**config.mk**
```make
export PLATFORM = sky130hd
export DESIGN_NAME = ish_ctrl
export DESIGN_NICKNAME = d
export VERILOG_FILES = /design/src/hw/rtl/ish_pkg.sv /design/src/hw/rtl/ish_ctrl.sv
export SDC_FILE = /design/constraint.sdc
export NUM_CORES = 1
export LEC_CHECK = 0
export ABC_AREA = 0
export CORE_AREA = 4 4 41 43
export DETAILED_ROUTE_END_ITERATION = 6
export DIE_AREA = 0 0 45 47
export DONT_BUFFER_PORTS = 1
export PLACE_DENSITY = 0.59
export SLEW_MARGIN = 20
export SYNTH_ARGS = -nofsm -noshare
export SYNTH_HDL_FRONTEND = slang
export SYNTH_SLANG_ARGS = --single-unit
```
**constraint.sdc**
```tcl
create_clock -name clk -period 3.58 [get_ports clk]
set_input_delay 0.179 -clock clk [delete_from_list [all_inputs] [get_ports clk]]
set_output_delay 0.179 -clock clk [all_outputs]
set_load 0.02 [all_outputs]
```
**src/hw/rtl/ish_pkg.sv**
```systemverilog
// shared types and constants of the isovalue span histogram
package ish_pkg;
    localparam int VALUE_W = 8;
    localparam int COUNT_W = 19;
    localparam int BINS    = 256;
    localparam int BIN_W   = 8;
    localparam int SIZE_W  = 7;

    localparam logic OP_LOAD = 1'b0;
    localparam logic OP_READ = 1'b1;
    localparam logic KIND_SUMMARY = 1'b0;
    localparam logic KIND_BIN     = 1'b1;

    localparam logic [1:0] REG_SIZE_X = 2'd0;
    localparam logic [1:0] REG_SIZE_Y = 2'd1;
    localparam logic [1:0] REG_SIZE_Z = 2'd2;

    // datapath commands
    typedef struct packed {
        logic store_voxel;   // write input voxel, advance load counter
        logic clear_hist;    // start a clear sweep pass step
        logic cell_step;     // visit one cell corner read
        logic scan_step;     // prefix scan step
        logic read_bin;      // issue bin read
        logic reset_scan;    // reset scan/cell counters
    } ish_cmd_t;

    typedef struct packed {
        logic volume_full;   // load counter is at the last voxel
        logic first_voxel;   // load counter is zero
        logic cells_done;
        logic scan_done;
        logic clear_done;
    } ish_stat_t;
endpackage

```
**src/hw/rtl/ish_ctrl.sv**
```systemverilog
// sequencer of the isovalue span histogram
module ish_ctrl (
    input  logic                 clk,
    input  logic                 rst_n,
    input  logic                 in_tvalid,
    output logic                 in_tready,
    input  logic                 opcode,
    output logic                 out_tvalid,
    input  logic                 out_tready,
    output logic                 out_kind,
    output ish_pkg::ish_cmd_t    cmd,
    input  ish_pkg::ish_stat_t   stat
);
    import ish_pkg::*;

    typedef enum logic [2:0] {
        ST_IDLE, ST_CLEAR, ST_WALK, ST_SCAN0, ST_SCAN, ST_READ, ST_OUT
    } state_t;

    state_t state_reg, state_next;
    logic   kind_reg, kind_next;
    logic   valid_reg, valid_next;
    logic   clear_then_store_reg, cts_next;
    logic   accept;

    assign in_tready  = (state_reg == ST_IDLE) && !valid_reg;
    assign accept     = in_tvalid && in_tready;
    assign out_tvalid = valid_reg;
    assign out_kind   = kind_reg;

    always_comb
    begin
        state_next = state_reg;
        kind_next  = kind_reg;
        valid_next = valid_reg && !out_tready;
        cts_next   = clear_then_store_reg;
        cmd = '0;
        case (state_reg)
            ST_IDLE:
            begin
                if (accept)
                begin
                    if (opcode == OP_READ)
                    begin
                        cmd.read_bin = 1'b1;
                        state_next = ST_READ;
                    end
                    else
                    begin
                        cmd.store_voxel = 1'b1;
                        if (stat.first_voxel)
                        begin
                            cts_next = stat.volume_full;
                            state_next = ST_CLEAR;
                        end
                        else if (stat.volume_full)
                        begin
                            cmd.reset_scan = 1'b1;
                            state_next = ST_WALK;
                        end
                    end
                end
            end
            ST_CLEAR:
            begin
                cmd.clear_hist = 1'b1;
                if (stat.clear_done)
                begin
                    if (clear_then_store_reg)
                    begin
                        cmd.reset_scan = 1'b1;
                        state_next = ST_WALK;
                    end
                    else
                    begin
                        state_next = ST_IDLE;
                    end
                end
            end
            ST_WALK:
            begin
                cmd.cell_step = !stat.cells_done;
                if (stat.cells_done)
                begin
                    state_next = ST_SCAN0;
                end
            end
            ST_SCAN0:
            begin
                cmd.reset_scan = 1'b1;
                cmd.scan_step  = 1'b0;
                state_next = ST_SCAN;
            end
            ST_SCAN:
            begin
                cmd.scan_step = !stat.scan_done;
                if (stat.scan_done)
                begin
                    kind_next  = KIND_SUMMARY;
                    valid_next = 1'b1;
                    state_next = ST_OUT;
                end
            end
            ST_READ:
            begin
                kind_next  = KIND_BIN;
                valid_next = 1'b1;
                state_next = ST_OUT;
            end
            ST_OUT:
            begin
                if (!valid_reg || out_tready)
                begin
                    state_next = ST_IDLE;
                end
            end
            default:
            begin
                state_next = ST_IDLE;
            end
        endcase
    end

    // reset starts with a clear sweep so the histogram reads zero
    always_ff @(posedge clk or negedge rst_n)
    begin
        if (!rst_n)
        begin
            state_reg <= ST_CLEAR;
            kind_reg  <= KIND_SUMMARY;
            valid_reg <= 1'b0;
            clear_then_store_reg <= 1'b0;
        end
        else
        begin
            state_reg <= state_next;
            kind_reg  <= kind_next;
            valid_reg <= valid_next;
            clear_then_store_reg <= cts_next;
        end
    end
endmodule

```
==> results of run 1 <==
kinds of logic (layout without fill, tap and decap cells):
| kind of cell | after synthesis | count (layout) |
|---|---|---|
| and+or+nand+nor | 24 | 24 |
| DFF | 6 | 6 |
| buffers and inverters | 8 | 10 |
| muxes | 2 | 2 |
| AOI/OAI and AO/OA | 16 | 16 |
placed cells by master, fill, tap and decap left out, types with 2 or more instances in the layout:
cell | netlist | final
inv_1 | 5 | 5
nand2b_1 | 2 | 2
nand2_1 | 5 | 5
clkbuf_4 | 0 | 3
nor2_1 | 7 | 7
o2bb2ai_1 | 2 | 2
dfrtp_1 | 5 | 5
a21oi_1 | 3 | 3
a31oi_1 | 2 | 2
nor3_1 | 3 | 3
worst max-delay path, delay by kind of cell (launching register included):
| kind | cells | cell delay, ns |
|---|---|---|
| DFF | 1 | 0.48 |
| and+or+nand+nor | 1 | 0.45 |
| AOI/OAI and AO/OA | 1 | 0.69 |
synthesized netlist by cell type (2+ instances only):
library cell  count
nand2b_1          2
dfrtp_1           5
a31oi_1           2
nor3_1            3
inv_1             5
nor2_1            7
a21oi_1           3
nand2_1           5
o2bb2ai_1         2
final cells by class:
cell class | instances | share of cell area [%]
Clock buffer | 4 | 5.29
Inverter | 5 | 3.78
Multi-Input combinational cell | 42 | 54.7
Sequential cell | 6 | 30.5
Tap cell | 15 | 3.78
Timing Repair Buffer | 1 | 2.02
routing by layer:
layer / vias up / share of wire (%)
met5: - / 0
met4: 0 / 0.93
met3: 2 / 9.2
met2: 17 / 49
met1: 191 / 41
li1: 202 / -
power by group through the flow:
stage / registers, W / clock network (W) / logic (W)
after floorplan: 0.000137 / 0 / 0.000238
after global placement: 0.000175 / 0 / 0.000225
after detailed placement: 0.000176 / 0 / 0.000226
after CTS: 0.000176 / 0.0000729 / 0.000229
after global routing: 0.000185 / 0.0000775 / 0.000253
final: 0.000176 / 0.0000703 / 0.000226
final timing paths:
kind | to | start | cells past startpoint | slack, ns
worst max-delay path | cmd[0] | state_reg[1] | 2 | 1.53
worst min-delay path | state_reg[0] | stat[0] | 2 | 0.08
worst max register to register | clear_then_store_reg | state_reg[1] | 4 | 1.81
worst min register to register | clear_then_store_reg | clear_then_store_reg | 1 | 0.56
max in group asynchronous | state_reg[0] | rst_n | 1 | 3.06
min in group asynchronous | out_tvalid | rst_n | 1 | 0.24
metrics by stage:
stage / std cells / cell area [sq um] / utilization, %
global placement: 68 / 460 / 35.4
CTS: 73 / 497 / 38.2
finish: 73 / 497 / 38.2
global route: 73 / 497 / 38.2
floorplan: 56 / 460 / -
detailed placement: 68 / 460 / 35.4
==> impl_metrics.py, run 1 <==
metrics = {
    "global_routing": {
        "use_met3_pct": 5.75,
        "gr-max-usage-layer": "met2",
        "antenna_found_initial": 0,
        "gr-total-overflow": 0,
        "grt.met2_usage_pct": 18.1,
        "grt_pass1_wl_um": 1720,
        "grt_max_degree": 14,
        "grt_util_all_layers_pct": 11.6,
        "grtUsageMet1_pct": 13.5,
        "grt_pass1_vias": 408,
    },
    "cts": {
        "cts-root-buf": "clkbuf_4",
        "ctsResizeCount": 0,
        "post_cts_buffers": 0,
        "cts-htree-levels": 1,
        "clk_pin_slew_ns": 0.05,
        "hold_buffers": 1,
        "clockBufferDepth": 2,
        "worst_skew_pair.late_latency_ns": 0.25,
        "cts.sinks": 6,
        "cts_tree": "done",
        "numCtsBuffers": 3,
    },
    "synth": {
        "yosys.area.top_type": "dfrtp_1",
        "synthTopCellsByArea": "dfrtp_1 27%, dfstp_2 5.7%, nor2_1 5.7%, inv_1 4.1%, nand2_1 4.1%",
        "synth_xor_area_share_pct": 0,
        "ys_warn_count": 0,
        "synthAdderAreaFrac_pct": 0,
        "synth.distinct_cells": 31,
        "synth_fp_nets": 66,
        "async_reset_ff_share_pct": 100,
        "synth_seq_area_share_pct": 32.9,
        "netlist_area_sq_um": 460,
        "yosys.area_share.simple_pct": 29.1,
        "synth.avg_cell_area_sq_um": 8.22,
        "synth_mux_area_share_pct": 5.43,
        "synth_compound_area_share_pct": 24.5,
        "synth_top_family_by_area": "simple AND/OR/NAND/NOR gates",
        "synth_top_area_share_pct": 27.2,
        "synthCells": 56,
        "ys.flop_type": "dfrtp_1",
        "synth_edf_count": 0,
        "synth_seq_cells": 6,
    },
    "sta": {
        "worstMarginPinSlew_ns": 0.929,
        "post-route-period-util_pct": 57.3,
        "hold_viol_final": 0,
        "holdWs_ns": 0.0793,
        "slew-limit-headroom_pct": 37.5,
        "setup_violations": 0,
        "fmax_ghz": 0.487,
        "fin_ws_ns": 1.53,
        "rsz0062_at_grt": "no",
        "period_needed_ns": 2.05,
        "finalMaxSlewViolations": 0,
        "clock_skew_ns": 0.00389,
        "fin_tns_setup_ns": 0,
    },
    "setup_path": {
        "path_cells": "or3_4, o32ai_1",
        "cp_max_fo": 11,
        "max_stage_delay_ns": 0.69,
        "crit_type": "reg -> out",
        "cp.required_ns": 3.40,
        "arrival_ns": 1.87,
        "cpMaxStageDelayCell": "o32ai_1",
        "cp-end-kind": "output pin",
        "cp-start-kind": "register",
    },
    "power": {
        "p_leak_nw": 0.216,
        "total_power_w": 0.000472,
        "pwr-share-comb_pct": 47.8,
        "seq_power_share_pct": 37.3,
        "switching_share_pct": 48.0,
        "p_clk_share_pct": 14.9,
        "internal_power_w": 0.000245,
        "p_per_area_mw_per_mm2": 950,
        "peakVddDrop_mv": 0.437,
        "p_switching_w": 0.000227,
    },
    "job": {
        "cap_violations": 0,
    },
    "floorplanning": {
        "rows": 13,
        "die_w_um": 45,
        "core_area_sq_mm": 0.00130,
        "initial_core_util_pct": 35.4,
        "fp.dieH_um": 47,
        "die_area_sq_mm": 0.00212,
        "ios": 19,
    },
    "hold_path": {
        "hp-class": "in -> reg",
    },
    "final_layout": {
        "ff_latch_area_sq_um": 151,
        "nNetsFinal": 69,
        "largest_register_ffs": 3,
        "layout-drive-gt1-share_pct": 13.8,
        "fillCellCount": 143,
        "antennaDiodeCount": 0,
        "syn_to_final_growth_pct": 7.88,
        "multi_input_area_sq_um": 272,
    },
    "routing": {
        "via_count": 412,
        "drt_iter0_drc": 6,
        "wire_per_inst_um": 14.7,
        "drc": 0,
        "postRouteAntennaNets": 0,
        "first_pass_iters": 4,
        "routed_wl_um": 1070,
        "post_drt_via_cell_ratio": 5.64,
    },
    "place": {
        "place.gp.congestion": 0.753,
        "io_buffers": 0,
        "dp_hpwl_um": 869,
        "pre_cts_ws_ns": 1.79,
    },
    "status": {
        "status": "finished clean",
    },
}
(Power assumes the default switching activity.)
==> run 2: changes to the inputs <==
Settings changed: PLACE_DENSITY 0.59 to 0.61.
Clock period 3.58 ns to 1.75 ns, I/O delays scaled along.
==> impl_metrics.py, run 2 (synthesis gave the netlist of run 1 again) <==
metrics = {
    "cts": {
        "cts.sinks": 6,
        "worst_skew_pair.late_latency_ns": 0.25,
        "hold_buffers": 3,
        "clk_pin_slew_ns": 0.05,
        "post_cts_buffers": 0,
        "clockBufferDepth": 2,
        "cts_tree": "done",
        "ctsResizeCount": 0,
        "cts-root-buf": "clkbuf_4",
        "numCtsBuffers": 3,
        "cts-htree-levels": 1,
    },
    "final_layout": {
        "nNetsFinal": 79,
        "antennaDiodeCount": 0,
        "final_cell_mix": "8 x buf_4, 7 x nor2_1, 5 x inv_1, 5 x nand2_1, 5 x dfrtp_1",
        "syn_to_final_growth_pct": 25.3,
        "largest_register_ffs": 3,
        "layout-drive-gt1-share_pct": 23.5,
        "fillCellCount": 136,
        "stdcell_count": 83,
        "final_common_cell": "buf_4",
    },
    "routing": {
        "drt_iter0_drc": 1,
        "post_drt_via_cell_ratio": 5.33,
        "routed_wl_um": 1150,
        "via_count": 442,
        "first_pass_iters": 4,
        "drc": 0,
        "wire_per_inst_um": 13.9,
        "postRouteAntennaNets": 0,
    },
    "sta": {
        "post-route-period-util_pct": 94.5,
        "setup_violations": 0,
        "rsz0062_at_grt": "no",
        "worstMarginPinSlew_ns": 0.395,
        "holdWs_ns": 0.0159,
        "fin_tns_setup_ns": 0,
        "fmax_ghz": 0.605,
        "clock_skew_ns": 0.00331,
        "slew-limit-headroom_pct": 73.6,
        "period_needed_ns": 1.65,
        "hold_viol_final": 0,
        "finalMaxSlewViolations": 0,
    },
    "status": {
        "status": "finished clean",
    },
    "power": {
        "peakVddDrop_mv": 0.943,
        "total_power_w": 0.00106,
        "p_leak_nw": 0.266,
        "p_per_area_mw_per_mm2": 1840,
    },
    "setup_path": {
        "arrival_ns": 1.57,
        "cpMaxStageDelayCell": "or3_4",
        "cp-start-kind": "register",
        "cp.required_ns": 1.66,
        "path_cells": "or3_4, o32ai_1, buf_4",
        "max_stage_delay_ns": 0.43,
        "cp-end-kind": "output pin",
        "crit_type": "reg -> out",
        "cp_max_fo": 5,
    },
    "global_routing": {
        "grt_pass1_wl_um": 1760,
        "gr-total-overflow": 0,
        "grt_pass1_vias": 411,
        "grt_max_degree": 13,
        "grt_util_all_layers_pct": 11.8,
        "antenna_found_initial": 0,
    },
    "place": {
        "post-place-cells": 76,
        "io_buffers": 0,
        "dp_hpwl_um": 924,
        "place.gp.congestion": 0.829,
    },
    "floorplanning": {
        "rows": 13,
        "fp.dieH_um": 47,
        "core_area_sq_mm": 0.00130,
        "die_w_um": 45,
        "die_area_sq_mm": 0.00212,
        "ios": 19,
        "initial_core_util_pct": 35.4,
    },
    "job": {
        "cap_violations": 0,
    },
    "hold_path": {
        "hp-class": "in -> reg",
    },
}
## run 2: cell types whose count changed in the layout (fill, tap and decap cells not counted)
cell | before | now
dlygate4sd3_1 | 1 | 3
buf_4 | 0 | 8
## run 2: final cells by class
| cell class | count | area [sq um] | area share (%) |
|---|---|---|---|
| multi-input cells | 42 | 272 | 47.1 |
| well taps | 15 | 18.8 | 3.25 |
| inverters | 5 | 18.8 | 3.25 |
| repair buffers | 11 | 90.1 | 15.6 |
| clock buffers | 4 | 26.3 | 4.56 |
| flip-flops and latches | 6 | 151 | 26.2 |
## run 2: worst paths after layout
| check | to | from | slack, ns | depth (start not counted) |
|---|---|---|---|---|
| setup / recovery | cmd[0] | state_reg[2] | 0.1 | 3 |
| hold / removal | out_kind | stat[1] | 0.02 | 2 |
| setup reg to reg | clear_then_store_reg | state_reg[2] | 0.27 | 4 |
| hold reg to reg | clear_then_store_reg | clear_then_store_reg | 0.56 | 1 |
| max in group asynchronous | state_reg[0] | rst_n | 1.31 | 1 |
| min in group asynchronous | clear_then_store_reg | rst_n | 0.16 | 1 |
## run 2: metrics by stage
step,instance area (sq um),utilization [%],worst slack (ns)
3_3_place_gp,520,40.0,0.306
4_1_cts,577,44.3,0.107
6_report,577,44.3,0.0970
3_5_place_dp,520,40.0,0.275
2_1_floorplan,460,-,0.0565
5_1_grt,577,44.3,0.0659
## run 2: report_power, final
part	total [W]	switching [W]	internal, W
Sequential	0.000294	0.0000800	0.000214
Combinational	0.000620	0.000349	0.000271
Clock	0.000144	0.0000573	0.0000869
## run 2: critical path, delay by kind of cell (launching register included)
kind,cells,cell delay (ns)
compound gates,1,0.31
simple gates,1,0.43
buf+inv,1,0.19
flops,1,0.38
## run 2: per-layer routing
layer | GRT usage, % | wire length [um]
met5 | 0 | 0
met4 | 0 | 0
met3 | 9.96 | 114
met2 | 16.9 | 517
met1 | 14.4 | 519
==> run 3: changes to the inputs <==
==> constraint.sdc (replaced) <==
create_clock -name clk -period 1.75 [get_ports clk]
set_input_delay 0.2625 -clock clk [delete_from_list [all_inputs] [get_ports clk]]
set_output_delay 0.2625 -clock clk [all_outputs]
set_load 0.02 [all_outputs]
==> impl_metrics.py, run 3 (synthesis gave the netlist of run 1 again) <==
metrics = {
    "status": {
        "status": "finished clean",
    },
    "power": {
        "p_leak_nw": 0.265,
        "p_per_area_mw_per_mm2": 1890,
        "peakVddDrop_mv": 0.880,
    },
    "global_routing": {
        "antenna_found_initial": 0,
        "gr-total-overflow": 0,
        "grt_util_all_layers_pct": 13.0,
        "grt_pass1_vias": 426,
        "grt_pass1_wl_um": 1900,
        "grt_max_degree": 13,
    },
    "cts": {
        "cts_tree": "done",
        "clockBufferDepth": 2,
        "numCtsBuffers": 3,
        "post_cts_buffers": 0,
        "cts-root-buf": "clkbuf_4",
        "clk_pin_slew_ns": 0.05,
        "cts-htree-levels": 1,
        "cts.sinks": 6,
        "worst_skew_pair.late_latency_ns": 0.25,
    },
    "sta": {
        "period_needed_ns": 1.69,
        "worstMarginPinSlew_ns": 0.371,
        "rsz0062_at_grt": "yes",
        "hold_viol_final": 0,
        "fin_tns_setup_ns": 0,
        "slew-limit-headroom_pct": 75.1,
        "setup_violations": 0,
        "post-route-period-util_pct": 96.8,
        "fin_ws_ns": 0.0564,
        "clock_skew_ns": 0.000364,
        "finalMaxSlewViolations": 0,
        "fmax_ghz": 0.590,
    },
    "final_layout": {
        "final_common_cell": "buf_4",
        "fin_area_sq_um": 581,
        "nNetsFinal": 78,
        "layout-drive-gt1-share_pct": 29.9,
        "syn_to_final_growth_pct": 26.1,
        "antennaDiodeCount": 0,
        "final_cell_mix": "8 x buf_4, 7 x nor2_1, 5 x nand2_1, 5 x dfrtp_1, 4 x inv_1",
        "stdcell_count": 82,
        "largest_register_ffs": 3,
    },
    "setup_path": {
        "crit_type": "reg -> out",
        "cp_max_fo": 5,
        "cp.required_ns": 1.49,
        "reg2reg_from": "state_reg[0]",
        "cp-start-kind": "register",
        "cp-end-kind": "output pin",
        "r2r_slack_ns": 0.25,
        "reg2reg_depth": 4,
        "worstReg2RegEnd": "clear_then_store_reg",
        "arrival_ns": 1.43,
    },
    "hold_path": {
        "hp-class": "in -> reg",
        "holdPathEnd": "clear_then_store_reg",
        "hold_depth": 1,
        "hold_start": "stat[4]",
    },
    "place": {
        "io_buffers": 0,
        "placed_area_sq_um": 536,
        "post-place-cells": 77,
        "pre_cts_ws_ns": 0.260,
        "dp_hpwl_um": 942,
        "place.gp.congestion": 0.774,
    },
    "routing": {
        "postRouteAntennaNets": 0,
        "routed_wl_um": 1220,
        "wl_met1_um": 513,
        "drc": 0,
        "wl_met2_um": 579,
        "wire_per_inst_um": 14.9,
        "post_drt_via_cell_ratio": 5.68,
        "top_layer": "met3",
        "via_count": 466,
        "first_pass_iters": 4,
        "met3_length_um": 130,
        "drt_iter0_drc": 8,
    },
    "floorplanning": {
        "ios": 19,
        "rows": 13,
        "core_area_sq_mm": 0.00130,
        "die_area_sq_mm": 0.00212,
        "fp.dieH_um": 47,
        "initial_core_util_pct": 35.4,
        "die_w_um": 45,
    },
    "job": {
        "cap_violations": 0,
    },
}
[run 3: changes by cell type in the layout (fill, tap and decap cells not counted), sizes merged]
| cell | previous run | this run |
|---|---|---|
| buf | 8 | 9 |
| dlygate4sd3 | 3 | 1 |
[run 3: critical path: stages, from the launching register on]
cell and delay, ns:
dfstp_2 0.37, or3_4 0.43, o32ai_2 0.20, buf_4 0.18
[run 3: worst max path at each step]
stage                      start     end  slack [ns]
floorplan           state_reg[1]  cmd[3]        0.04
global placement    state_reg[2]  cmd[0]        0.27
detailed placement  state_reg[2]  cmd[0]        0.26
CTS                 state_reg[0]  cmd[0]        0.05
global route        state_reg[1]  cmd[0]       -0.01
finish              state_reg[0]  cmd[0]        0.06
[run 3: per-layer routing]
metal  GRT usage (%)  vias up
met5               0        -
met4            5.26        0
met3            8.43        0
met2            17.5       26
met1            16.4      217
li1                -      223
[run 3: timing repair]
item / CTS / global route
resized for setup: 0 / 3
hold endpoints to repair: 6 / 0
hold buffers: 1 / 0
setup endpoints to repair: 1 / 4
pin swaps: 2 / 0
[run 3: power breakdown]
part	switching [W]	leakage, nW	internal, W
Sequential	0.0000539	0.0719	0.000214
Combinational	0.000389	0.178	0.000289
Clock	0.0000625	0.0150	0.0000872
[run 3: final cells by class]
type	instances	area (sq um)
Multi-Input combinational cell	42	284
Inverter	5	18.8
Fill cell	146	721
Clock buffer	4	26.3
Timing Repair Buffer	10	81.3
Sequential cell	6	151
Tap cell	15	18.8
[run 3: per-stage QoR]
step	total power, W	util, %	hold slack [ns]
6_report	0.00110	44.6	0.155
5_1_grt	0.00120	44.6	0.139
4_1_cts	0.00109	43.9	0.152
3_5_place_dp	0.000933	41.2	-0.0328
3_3_place_gp	0.000927	41.2	-0.0328
2_1_floorplan	0.000777	-	-0.0331
